<file path="src/design/flrt_pkg.sv">
`timescale 1ns / 1ps
// shared widths, constants, register indexes and controller/datapath structs
package flrt_pkg;

    localparam int SLOTS_DEFAULT = 30;
    localparam int LEVEL_FULL    = 1023;

    localparam int STAMP_W = 32;
    localparam int FREQ_W  = 24;
    localparam int HOLD_W  = 16;
    localparam int LEVEL_W = 10;

    localparam int NUM_W = 2 * FREQ_W + LEVEL_W;
    localparam int DEN_W = 2 * FREQ_W;

    localparam int CFG_IDX_W  = 2;
    localparam int CFG_DATA_W = 24;

    localparam logic [CFG_IDX_W-1:0] CFG_FULL_FREQ  = 2'd0;
    localparam logic [CFG_IDX_W-1:0] CFG_EMPTY_FREQ = 2'd1;
    localparam logic [CFG_IDX_W-1:0] CFG_HOLD_OFF   = 2'd2;

    localparam logic [HOLD_W-1:0]  HOLD_RESET    = 16'd10;
    localparam logic [STAMP_W-1:0] EARLY_SECONDS = 32'd3;

    typedef struct packed {
        logic accept;
        logic scan_clear;
        logic scan_run;
        logic recall;
        logic write_slot;
        logic load_out;
    } cmd_t;

    typedef struct packed {
        logic calib_ok;
        logic store_in;
        logic div_done;
        logic scan_done;
    } status_t;

endpackage

</file>
<file path="src/design/flrt_ctrl.sv">
`timescale 1ns / 1ps
// sequencer: item accept, oldest-slot scan, slot write, recall scan, result hand-off
module flrt_ctrl (
    input  logic              clk,
    input  logic              rst_n,
    input  logic              item_valid,
    output logic              item_ready,
    output logic              result_valid,
    input  logic              result_ready,
    input  flrt_pkg::status_t status,
    output flrt_pkg::cmd_t    cmd
);

    typedef enum logic [2:0] {
        ST_IDLE,
        ST_OLDEST,
        ST_WRITE,
        ST_RECALL,
        ST_FINISH
    } state_t;

    state_t state_reg;
    state_t state_next;
    logic   out_valid_reg;
    logic   out_valid_next;
    logic   accept;
    logic   load_out;

    assign item_ready = (state_reg == ST_IDLE);
    assign accept     = item_valid && item_ready;
    assign load_out   = (state_reg == ST_FINISH) && (!out_valid_reg || result_ready);

    always_comb
    begin
        state_next = state_reg;
        unique case (state_reg)
            ST_IDLE:
            begin
                if (accept)
                begin
                    if (!status.calib_ok)
                        state_next = ST_FINISH;
                    else if (status.store_in)
                        state_next = ST_OLDEST;
                    else
                        state_next = ST_RECALL;
                end
            end
            ST_OLDEST:
            begin
                if (status.scan_done && status.div_done)
                    state_next = ST_WRITE;
            end
            ST_WRITE:
            begin
                state_next = ST_RECALL;
            end
            ST_RECALL:
            begin
                if (status.scan_done && status.div_done)
                    state_next = ST_FINISH;
            end
            ST_FINISH:
            begin
                if (load_out)
                    state_next = ST_IDLE;
            end
            default:
            begin
                state_next = ST_IDLE;
            end
        endcase
    end

    always_comb
    begin
        if (load_out)
            out_valid_next = 1'b1;
        else if (result_ready)
            out_valid_next = 1'b0;
        else
            out_valid_next = out_valid_reg;
    end

    always_ff @(posedge clk or negedge rst_n)
    begin
        if (!rst_n)
        begin
            state_reg     <= ST_IDLE;
            out_valid_reg <= 1'b0;
        end
        else
        begin
            state_reg     <= state_next;
            out_valid_reg <= out_valid_next;
        end
    end

    always_comb
    begin
        cmd.accept     = accept;
        cmd.scan_clear = accept || (state_reg == ST_WRITE);
        cmd.scan_run   = (state_reg == ST_OLDEST) || (state_reg == ST_RECALL);
        cmd.recall     = (state_reg == ST_RECALL);
        cmd.write_slot = (state_reg == ST_WRITE);
        cmd.load_out   = load_out;
    end

    assign result_valid = out_valid_reg;

endmodule

</file>
<file path="config.mk">
export PLATFORM = sky130hd
export DESIGN_NAME = flrt_ctrl
export DESIGN_NICKNAME = d
export VERILOG_FILES = /design/src/design/flrt_pkg.sv /design/src/design/flrt_ctrl.sv
export SDC_FILE = /design/constraint.sdc
export NUM_CORES = 1
export LEC_CHECK = 0
export ABC_AREA = 1
export BUFFER_PORTS_ARGS = -buffer_cell sky130_fd_sc_hd__buf_2
export CORE_AREA = 2 2 39 41
export DETAILED_ROUTE_END_ITERATION = 10
export DIE_AREA = 0 0 41 43
export GPL_TIMING_DRIVEN = 1
export HOLD_SLACK_MARGIN = 0.02
export SETUP_SLACK_MARGIN = 0.4
export SYNTH_ARGS = -nofsm -noshare
export SYNTH_HDL_FRONTEND = slang
export SYNTH_SLANG_ARGS = --single-unit
</file>
<file path="constraint.sdc">
create_clock -name clk -period 1.3 [get_ports clk]
set_input_delay 0.13 -clock clk [delete_from_list [all_inputs] [get_ports clk]]
set_output_delay 0.13 -clock clk [all_outputs]
set_load 0.05 [all_outputs]
</file>
After elaboration in Yosys (flattened, before gate mapping)
Cells that the tools add are included.
- input bits: 8
- logic and storage cells: 29
- bits in registers: 4
- equality and inequality tests: 8
- mux-type cells: 9
- reduce and logical (&&, ||, !) cells: 10
- operators by type and width (kind ; number):
    $mux W3 ; 5
    $pmux W3 S5 ; 1
    $eq A3 B2 Y1 const B ; 2
    $ne A2 B1 Y1 const B ; 2
    $ne A2 B2 Y1 const B ; 2
    $reduce_and A4 Y1 ; 1
    $eq A3 B1 Y1 const B ; 1
    $eq A3 B3 Y1 const B ; 1
    $logic_and A1 B1 Y1 ; 3
    $logic_not A3 Y1 ; 1
    $logic_or A1 B1 Y1 ; 3
    $mux W1 ; 2
    $mux W2 ; 1
    $reduce_bool A2 Y1 ; 1
    $logic_not A1 Y1 ; 1

Logic depth before layout (Yosys ltp)
Gate-level depths: netlist of the first run.
- depth in word-level cells: 5
- mapped depth: 7
- gate-level depth less buffers: 7

Worst setup path before layout of the first run
No wires, ideal clock.
- kind: reg2out
- start: register state_reg[2]
- end: output port cmd[4] (netlist bit)
- buffers on the path: 0
- required time: 1.170 ns
- cell stages (with the launch flop): 6
- setup slack: -0.174 ns
- data arrival time: 1.344 ns
- cells stage by stage: dfrtp_1 > nor2_2 > nand2_1 > inv_1 > nor2_1 > inv_1
- RTL lines (element ; RTL line ; source):
    start: declaration ; flrt_ctrl.sv:22 ; state_t state_reg;
    start signal: assignment ; flrt_ctrl.sv:94 ; state_reg <= state_next;
    end: declaration ; flrt_ctrl.sv:11 ; output flrt_pkg::cmd_t cmd

==> reports/results.txt, run 1 <==
data required time of the critical path -> 1.17 ns
worst-margin pin slew -> 0.1382 ns
layout cells sized above 1 -> 0.7013
max reg flops -> 3
sequential element share of the synthesized area -> 0.3306
complex-gate fraction of the synthesized area -> 0.07438
layout overhead on the synthesized area -> 115.3%
antenna-violating nets left -> 0
Clock transition at path regs -> 0.04 ns
Post-Route WL -> 893 microns
Netlist cell types -> 13
final-report max-slew violation count -> 0
Ys Warns -> 0
mean instance size in the synthesized netlist -> 6.179 sq um
clock root buffer -> sky130_fd_sc_hd__clkbuf_4
count of buffer and inverter cells on the critical path -> 2
post-route core utilization -> 0.4711
post-synth net total -> 57
Placement Setup Slack -> 0.04589 ns
antenna violations before repair -> 0
I/O Pins -> 16
overflow left after global routing -> 0
Hold/Removal Path Class -> in -> reg
worst max-slew margin expressed relative to the limit -> 0.9076
Crit. path cell count -> 6
tightest hold margin -> 0.1646 ns
wire length of the first global-routing pass -> 1311 microns
Post-Synth Adder-Cell Area -> 0
Detailed Place HPWL -> 581.2 microns
Slowest Stage Delay on Critical Path -> 0.43 ns
all-layer global routing usage -> 0.1181
Num CTS Buffers -> 3
average vias per placed instance -> 4.032
clock latency of the later-clocked register in the worst-skew pair -> 0.23 ns
unrepaired setup endpoints after global routing -> yes
combinational family with the most area after synthesis -> simple AND/OR/NAND/NOR gates
pwr/cell area -> 3061 nW/um^2
Synth Area in Simple Gates -> 0.3967
Max-cap violations -> 0
fill cell count -> 138
DRC marker count from the first detailed-route iteration -> 5
Min-Delay Path Depth -> 4
detailed-route DRC error count -> 0
time the worst path needs with I/O delays and setup -> 1.358 ns
Critical Path Sink Type -> output port
detailed-route via count -> 375
CTS tree -> yes
CTS H-tree lvls -> 1
CP max stage cell -> sky130_fd_sc_hd__dfrtp_2
status -> finished, violations left
WL per Instance -> 9.602 microns
sum of negative setup slack -> -0.2196 ns
number of search-and-repair iterations in the first detailed-routing pass -> 2
vias in the first global route -> 340
most common cell after layout, fill and taps aside -> sky130_fd_sc_hd__nand2_1
highest fanout seen on the critical path -> 3
area of the mapped netlist -> 302.8 sq um
highest-count cells in the layout ignoring fill and taps -> sky130_fd_sc_hd__nand2_1 (12), sky130_fd_sc_hd__buf_2 (7), sky130_fd_sc_hd__buf_4 (7)
number of placement rows -> 14
largest net degree at the start of global routing -> 7
fin crit share -> 1.045
worst reg2reg path depth -> 8
count of input and output buffers -> 15
cells traversed along the worst timing path -> nor2_4, nand2_2, nor2_4, nor2_4, inv_4, buf_8
xor/xnor share of the synthesized area -> 0
number of setup violations in the final report -> 5
Peak Freq -> 736.3 MHz
number of non-filler instances in the completed layout -> 93
height of the die -> 43 microns
post-synthesis instance total -> 49
mux cell area share after synthesis -> 0
final net count -> 86
violated checks -> setup timing
Antenna Diode Count -> 0
die boundary width -> 41 microns
final-report hold violation count -> 0
area of the die -> 1763 sq um
Data arrival, critical path -> 1.23 ns
placeable core region -> 1384 sq um
most used cell, CP -> sky130_fd_sc_hd__nor2_4
kind of cell with the highest combined delay on the critical path -> flip-flops
initial core utilization -> 0.2188
#FFs+latches synth -> 4
total clock sinks -> 4
type of the worst setup path -> reg -> out
routability-driven placement congestion ratio -> 0.6918
Clock Skew -> 0.002679 ns
total instance count after detailed placement -> 80
worst setup slack after layout -> -0.05806 ns
Pleak -> 0.3343 nW
maximum root-to-sink buffer count -> 2
critical path launch point type -> register
IR drop worst, VDD -> 927.6 uV
-- synth_stat cells (all sizes together) --
library cell  instances  share of area
a21oi                 1          0.017
nand3                 3          0.050
buf                   2          0.050
o21ai                 2          0.033
nor2                  7           0.13
inv                  12           0.15
dfrtp                 4           0.33
nand2                17           0.22
o21bai                1          0.025
-- routing by layer --
layer  global-route usage  vias to the layer above  share of wire
li1                     -                      200              -
met1               0.1046                      164           0.36
met2               0.2000                        9           0.56
met3              0.03141                        2          0.063
met4               0.1000                        0          0.013
met5                    0                        -              0
-- layout make-up --
class | count | area [sq um] | area share
multi-input cells | 31 | 196.4 | 0.3013
inverters | 12 | 63.81 | 0.09789
clock buffers | 4 | 26.28 | 0.04031
repair buffers | 26 | 240.2 | 0.3685
well taps | 16 | 20.02 | 0.03071
flip-flops and latches | 4 | 105.1 | 0.1612
-- path summary, 6_finish.rpt --
kind	slack, ns	start	to
setup / recovery	-0.06	state_reg[2]	cmd[4]
hold / removal	0.16	status[1]	state_reg[1]
setup reg to reg	0.13	state_reg[0]	state_reg[1]
hold reg to reg	0.56	result_valid	result_valid
max in group asynchronous	0.92	rst_n	state_reg[1]
min in group asynchronous	0.24	rst_n	result_valid
-- what timing repair did --
action,4_1_cts,5_1_grt
hold buffers,1,0
endpoints found under the hold margin,4,0
buffers inserted,4,4
setup endpoints to repair,11,11
gates resized for setup,28,7
pin swaps,3,3
-- power breakdown --
part	switching [W]	internal [W]
clock network	0.0000535	0.000115
logic	0.000864	0.000684
registers	0.0000900	0.000189
-- metrics by stage --
stage                     instance area (sq um)  total power (W)
after floorplan                           354.1         0.001093
after global placement                    441.7         0.001265
after detailed placement                  441.7         0.001271
after CTS                                 598.1         0.001852
after global routing                      651.9         0.002140
final                                     651.9         0.001995
-- worst min-delay path: stages --
cell and delay, ns:
sky130_fd_sc_hd__buf_2 0.08, sky130_fd_sc_hd__nand2_1 0.05, sky130_fd_sc_hd__nand2_1 0.05, sky130_fd_sc_hd__nand2_1 0.04
-- cells by family (layout without fill, tap and decap cells) --
group	Yosys count	in the layout
AND/OR/NAND/NOR	27	27
buffers and inverters	14	42
AO/OA/AOI/OAI	4	4
flip-flops	4	4
Power figures use the tool's default switching activity.
==> inputs of run 2 (changes only) <==
--- a/config.mk
+++ b/config.mk
@@ -5,7 +5,7 @@
 export SDC_FILE = /design/constraint.sdc
 export NUM_CORES = 1
 export LEC_CHECK = 0
-export ABC_AREA = 1
+export ABC_AREA = 0
 export BUFFER_PORTS_ARGS = -buffer_cell sky130_fd_sc_hd__buf_2
 export CORE_AREA = 2 2 39 41
 export DETAILED_ROUTE_END_ITERATION = 10
==> run 2 against run 1 <==
  * The flow still finishes with violations (setup timing)
  * Sequential share of layout area is 2.8 points higher
  * Sequential power is essentially flat
  * Cell area down 15%
  * Flip-flop and latch count unchanged
  * Largest power group unchanged
==> reports/results.txt, run 2 <==
top layer used by detailed routing -> met3
vias in the first global route -> 298
die boundary width -> 41 microns
most common cell after layout, fill and taps aside -> sky130_fd_sc_hd__buf_2
worst max-slew margin expressed relative to the limit -> 0.8372
sequential element share of the synthesized area -> 0.3791
number of search-and-repair iterations in the first detailed-routing pass -> 4
post-synth net total -> 34
list of most frequent post-synthesis cells -> sky130_fd_sc_hd__dfrtp_1 (4), sky130_fd_sc_hd__nand2_1 (3), sky130_fd_sc_hd__buf_4 (2), sky130_fd_sc_hd__nand2b_1 (2)
Clock transition at path regs -> 0.04 ns
Max-cap violations -> 0
Antenna Diode Count -> 0
highest fanout seen on the critical path -> 5
cell type contributing the most total cell area after synthesis -> sky130_fd_sc_hd__dfrtp_1
Num CTS Buffers -> 3
count of input and output buffers -> 15
IR drop worst, VDD -> 1511 uV
final-report max-slew violation count -> 0
violated checks -> setup timing
routed length on met2 -> 335 microns
number of setup violations in the final report -> 4
Detailed Place HPWL -> 475.6 microns
CTS tree -> yes
placeable core region -> 1384 sq um
count leader, synth -> sky130_fd_sc_hd__dfrtp_1
detailed-route via count -> 291
#FFs+latches synth -> 4
combinational cell fraction of total power -> 0.716
fraction of synthesis flops using an asynchronous set or reset pin -> 1.000
Ys Warns -> 0
area of the mapped netlist -> 264.0 sq um
sum of negative setup slack -> -0.1441 ns
number of placement rows -> 14
area of the die -> 1763 sq um
overflow left after global routing -> 0
antenna violations before repair -> 0
met3 WL post-DR -> 47 microns
clock latency of the later-clocked register in the worst-skew pair -> 0.23 ns
share of total power in the clock network -> 0.100
routability-driven placement congestion ratio -> 0.7140
primary flip-flop cell chosen by synthesis mapping -> sky130_fd_sc_hd__dfrtp_1
DRC marker count from the first detailed-route iteration -> 3
maximum root-to-sink buffer count -> 2
sequential share of power -> 0.184
critical path launch point type -> register
number of non-filler instances in the completed layout -> 67
layout cells sized above 1 -> 0.8431
total instance count after detailed placement -> 55
post-synthesis instance total -> 26
Switch Pwr -> 0.0007083 W
max reg flops -> 3
antenna-violating nets left -> 0
wire length of the first global-routing pass -> 1117 microns
all-layer global routing usage -> 0.09677
Int Power -> 0.0008040 W
total clock sinks -> 4
area of placed instances -> 381.6 sq um
I/O Pins -> 16
highest-count cells in the layout ignoring fill and taps -> sky130_fd_sc_hd__buf_2 (8), sky130_fd_sc_hd__buf_4 (6), sky130_fd_sc_hd__buf_8 (5)
fin crit share -> 1.034
data required time of the critical path -> 1.17 ns
worst-margin pin slew -> 0.2442 ns
Peak Freq -> 743.8 MHz
WL per Instance -> 10.16 microns
Clock Skew -> 0.001079 ns
WL met1 -> 298 microns
largest net degree at the start of global routing -> 7
layout overhead on the synthesized area -> 110.0%
final net count -> 61
Pleak -> 0.2551 nW
mean instance size in the synthesized netlist -> 10.15 sq um
post-route core utilization -> 0.4005
EDFF count, synth -> 0
most area-consuming cells after synthesis -> sky130_fd_sc_hd__dfrtp_1 (38%), sky130_fd_sc_hd__buf_4 (5.7%), sky130_fd_sc_hd__o221ai_2 (5.7%)
Post-Route WL -> 681 microns
Data arrival, critical path -> 1.21 ns
post-route cell area -> 554.3 sq um
final-report hold violation count -> 0
Hold/Removal Path Class -> in -> reg
average vias per placed instance -> 4.343
initial core utilization -> 0.1908
CTS H-tree lvls -> 1
pwr/cell area -> 2728 nW/um^2
Switching Fraction -> 0.4684
Netlist cell types -> 19
time the worst path needs with I/O delays and setup -> 1.344 ns
clock root buffer -> sky130_fd_sc_hd__clkbuf_4
worst setup slack after layout -> -0.04438 ns
area share of the largest cell type after synthesis -> 0.3791
height of the die -> 43 microns
Critical Path Sink Type -> output port
status -> finished, violations left
setup slack of the most critical reg-to-reg path -> 0.08 ns
unrepaired setup endpoints after global routing -> yes
detailed-route DRC error count -> 0
type of the worst setup path -> reg -> out
fill cell count -> 133
[run 2: critical path, cell delays in order, from the launching register on]
cell and delay [ns]:
sky130_fd_sc_hd__dfrtp_2 0.45, sky130_fd_sc_hd__nor3b_4 0.23, sky130_fd_sc_hd__nand2b_4 0.16, sky130_fd_sc_hd__buf_8 0.14
[run 2: per-stage QoR]
step	setup WS, ns	hold WS, ns	power, W
after global routing	-0.1032	0.1350	0.001591
after detailed placement	0.06077	-0.06150	0.0009866
after global placement	0.07812	-0.06294	0.0009863
final	-0.04438	0.1240	0.001512
after floorplan	-0.1966	-0.1656	0.0008701
after CTS	-0.05542	0.1191	0.001473
[run 2: per-layer routing]
| metal | up-vias | GRT usage |
|---|---|---|
| li1 | 144 | - |
| met1 | 135 | 0.1238 |
| met2 | 12 | 0.1313 |
| met3 | 0 | 0.05236 |
| met4 | 0 | 0.04000 |
| met5 | - | 0 |
[run 2: path summary, 6_finish.rpt]
| check | to | start | cells past startpoint |
|---|---|---|---|
| worst max-delay path | cmd[4] | state_reg[0] | 3 |
| worst min-delay path | state_reg[0] | status[1] | 2 |
| worst max register to register | state_reg[2] | state_reg[0] | 5 |
| worst min register to register | result_valid | result_valid | 2 |
| max in group asynchronous | state_reg[0] | rst_n | 2 |
| min in group asynchronous | result_valid | rst_n | 2 |
[run 2: repair_timing]
item | 4_1_cts | 5_1_grt
hold buffers | 1 | 0
resized for setup | 22 | 1
pin swaps | 4 | 3
buffers inserted | 7 | 1
endpoints found under the hold margin | 4 | 0
endpoints found under the setup margin | 11 | 12
[run 2: area by class of cell]
type	count	area, sq um	area share
clock buffers	3	22.52	0.04063
well taps	16	20.02	0.03612
multi-input cells	19	187.7	0.3386
flip-flops and latches	4	105.1	0.1896
repair buffers	24	215.2	0.3883
inverters	1	3.754	0.006772
[run 2: cells by family after synthesis]
logic type / count (synthesis) / synth area share
and+or+nand+nor: 14 / 0.3650
DFF: 4 / 0.3792
buffers and inverters: 3 / 0.07106
AOI/OAI and AO/OA: 4 / 0.1517
xor gates and xnor gates: 1 / 0.03318
[run 2: power groups by stage]
stage / registers (W) / clock network, W / logic, W
after floorplan: 0.000295 / 0 / 0.000575
after global placement: 0.000297 / 0 / 0.000689
after detailed placement: 0.000299 / 0 / 0.000688
after CTS: 0.000278 / 0.000156 / 0.00104
after global routing: 0.000286 / 0.000167 / 0.00114
final: 0.000278 / 0.000152 / 0.00108
==> inputs of run 3 (changes only) <==
--- a/config.mk
+++ b/config.mk
@@ -6,10 +6,10 @@
 export NUM_CORES = 1
 export LEC_CHECK = 0
 export ABC_AREA = 0
-export BUFFER_PORTS_ARGS = -buffer_cell sky130_fd_sc_hd__buf_2
 export CORE_AREA = 2 2 39 41
 export DETAILED_ROUTE_END_ITERATION = 10
 export DIE_AREA = 0 0 41 43
+export DONT_BUFFER_PORTS = 1
 export GPL_TIMING_DRIVEN = 1
 export HOLD_SLACK_MARGIN = 0.02
 export SETUP_SLACK_MARGIN = 0.4
==> run 3 against run 2 <==
  * The flow still finishes with violations (setup timing)
  * Clock power increased by 6%
  * Flip-flop and latch count unchanged
  * Total power decreased by 14%
  * First-iteration DRC count decreased by 33%
  * Sequential share of layout area increased by 3.7 points
  * Critical path depth unchanged
  * Cell area decreased by 16%
==> reports/results.txt, run 3 (same netlist as run 2, synthesis figures left out) <==
placeable core region -> 1384 sq um
Clock transition at path regs -> 0.04 ns
RR Startpoint -> state_reg[1]
detailed-route via count -> 250
final-report max-slew violation count -> 0
Critical Path Sink Type -> output port
I/O Pins -> 16
unrepaired setup endpoints after global routing -> yes
CTS H-tree lvls -> 1
worst reg2reg path depth -> 3
fill cell count -> 135
highest fanout seen on the critical path -> 6
layout overhead on the synthesized area -> 75.36%
hold path startpoint -> status[1]
final-report hold violation count -> 0
sequential share of power -> 0.220
Pleak -> 0.1972 nW
data required time of the critical path -> 1.17 ns
fin crit share -> 1.026
largest net degree at the start of global routing -> 8
Peak Freq -> 749.6 MHz
antenna-violating nets left -> 0
type of the worst setup path -> reg -> out
final net count -> 49
share of total power in the clock network -> 0.123
DRC marker count from the first detailed-route iteration -> 2
setup slack of the most critical reg-to-reg path -> 0.12 ns
number of placement rows -> 14
Post-Route WL -> 713 microns
Antenna Diode Count -> 0
Switch Pwr -> 0.0006772 W
WL per Instance -> 12.96 microns
detailed-route DRC error count -> 0
total clock sinks -> 4
Switching Fraction -> 0.5194
worst-margin pin slew -> 0.2913 ns
worst setup slack after layout -> -0.03412 ns
worst max-slew margin expressed relative to the limit -> 0.8058
Min-Delay Path Depth -> 2
pwr/cell area -> 2816 nW/um^2
Num CTS Buffers -> 3
Clock Skew -> 0.001716 ns
status -> finished, violations left
initial core utilization -> 0.1908
Max-cap violations -> 0
Hold/Removal Path Class -> in -> reg
all-layer global routing usage -> 0.09668
clock latency of the later-clocked register in the worst-skew pair -> 0.24 ns
count of input and output buffers -> 0
antenna violations before repair -> 0
highest-count cells in the layout ignoring fill and taps -> sky130_fd_sc_hd__buf_4 (5), sky130_fd_sc_hd__dlygate4sd3_1 (4), sky130_fd_sc_hd__dfrtp_2 (4)
average vias per placed instance -> 4.545
vias in the first global route -> 267
end of the worst register-to-register path -> state_reg[1]
most common cell after layout, fill and taps aside -> sky130_fd_sc_hd__buf_4
Placement Setup Slack -> 0.1551 ns
number of setup violations in the final report -> 4
violated checks -> setup timing
die boundary width -> 41 microns
clock root buffer -> sky130_fd_sc_hd__clkbuf_4
Hold Path End -> state_reg[2]
number of search-and-repair iterations in the first detailed-routing pass -> 2
height of the die -> 43 microns
area of the die -> 1763 sq um
layout cells sized above 1 -> 0.6923
max reg flops -> 3
combinational cell fraction of total power -> 0.656
overflow left after global routing -> 0
maximum root-to-sink buffer count -> 2
CTS tree -> yes
Data arrival, critical path -> 1.20 ns
critical path launch point type -> register
tightest hold margin -> 0.05979 ns
time the worst path needs with I/O delays and setup -> 1.334 ns
Int Power -> 0.0006267 W
IR drop worst, VDD -> 1054 uV
routability-driven placement congestion ratio -> 0.7838
wire length of the first global-routing pass -> 1083 microns
## run 3: changes by cell type in the layout (fill, tap and decap cells not counted), moves of 3 or more
cell / previous run / this run
sky130_fd_sc_hd__buf_6: 4 / 1
sky130_fd_sc_hd__dlygate4sd3_1: 1 / 4
sky130_fd_sc_hd__buf_2: 8 / 0
sky130_fd_sc_hd__buf_8: 5 / 2
## run 3: what timing repair did
| action | CTS | global route |
|---|---|---|
| hold endpoints to repair | 6 | 0 |
| cloned | 0 | 0 |
| setup buffers | 4 | 0 |
| gates resized for setup | 9 | 0 |
| hold buffers | 4 | 0 |
| endpoints found under the setup margin | 11 | 12 |
| pin swaps | 4 | 0 |
## run 3: routing by layer
metal,global-route usage,up-vias,part of all wire
li1,-,121,-
met2,0.1156,16,0.47
met4,0.04667,0,0
met3,0.07853,0,0.14
met5,0,-,0
met1,0.1201,113,0.39
## run 3: final cells by class
type                    count  area (sq um)  share of cell area
well taps                  16         20.02             0.04324
flip-flops and latches      4         105.1              0.2270
repair buffers             12         118.9              0.2568
clock buffers               3         22.52             0.04865
multi-input cells          19         190.2              0.4108
inverters                   1         6.256             0.01351
## run 3: power groups by stage
stage               Combinational, W  Clock, W  Sequential (W)
floorplan                   0.000575         0        0.000295
global placement            0.000670         0        0.000294
detailed placement          0.000674         0        0.000294
global route                0.000886  0.000181        0.000295
CTS                         0.000850  0.000167        0.000285
finish                      0.000856  0.000161        0.000287
## run 3: worst max path at each step
stage / from / to / slack (ns) / cells past startpoint
floorplan: state_reg[0] / cmd[5] / -0.20 / 4
global placement: state_reg[1] / cmd[5] / 0.17 / 3
detailed placement: state_reg[0] / cmd[5] / 0.16 / 3
CTS: state_reg[1] / cmd[4] / -0.04 / 3
global route: state_reg[0] / cmd[4] / -0.09 / 2
finish: state_reg[1] / cmd[4] / -0.03 / 3
## run 3: critical path, cell delays in order (launching register included)
cell and delay (ns):
sky130_fd_sc_hd__dfrtp_2 0.45, sky130_fd_sc_hd__nor3_4 0.25, sky130_fd_sc_hd__nand2_4 0.10, sky130_fd_sc_hd__nand2b_4 0.16
## run 3: metrics by stage
step	power (W)	TNS, ns	instances	area, sq um	utilization
2_1_floorplan	0.0008701	-0.4379	26	312.8	-
3_3_place_gp	0.0009638	0	44	336.6	0.2432
3_5_place_dp	0.0009677	0	44	336.6	0.2432
4_1_cts	0.001301	-0.06940	55	462.9	0.3345
5_1_grt	0.001362	-0.2707	55	462.9	0.3345
6_report	0.001304	-0.06277	55	462.9	0.3345
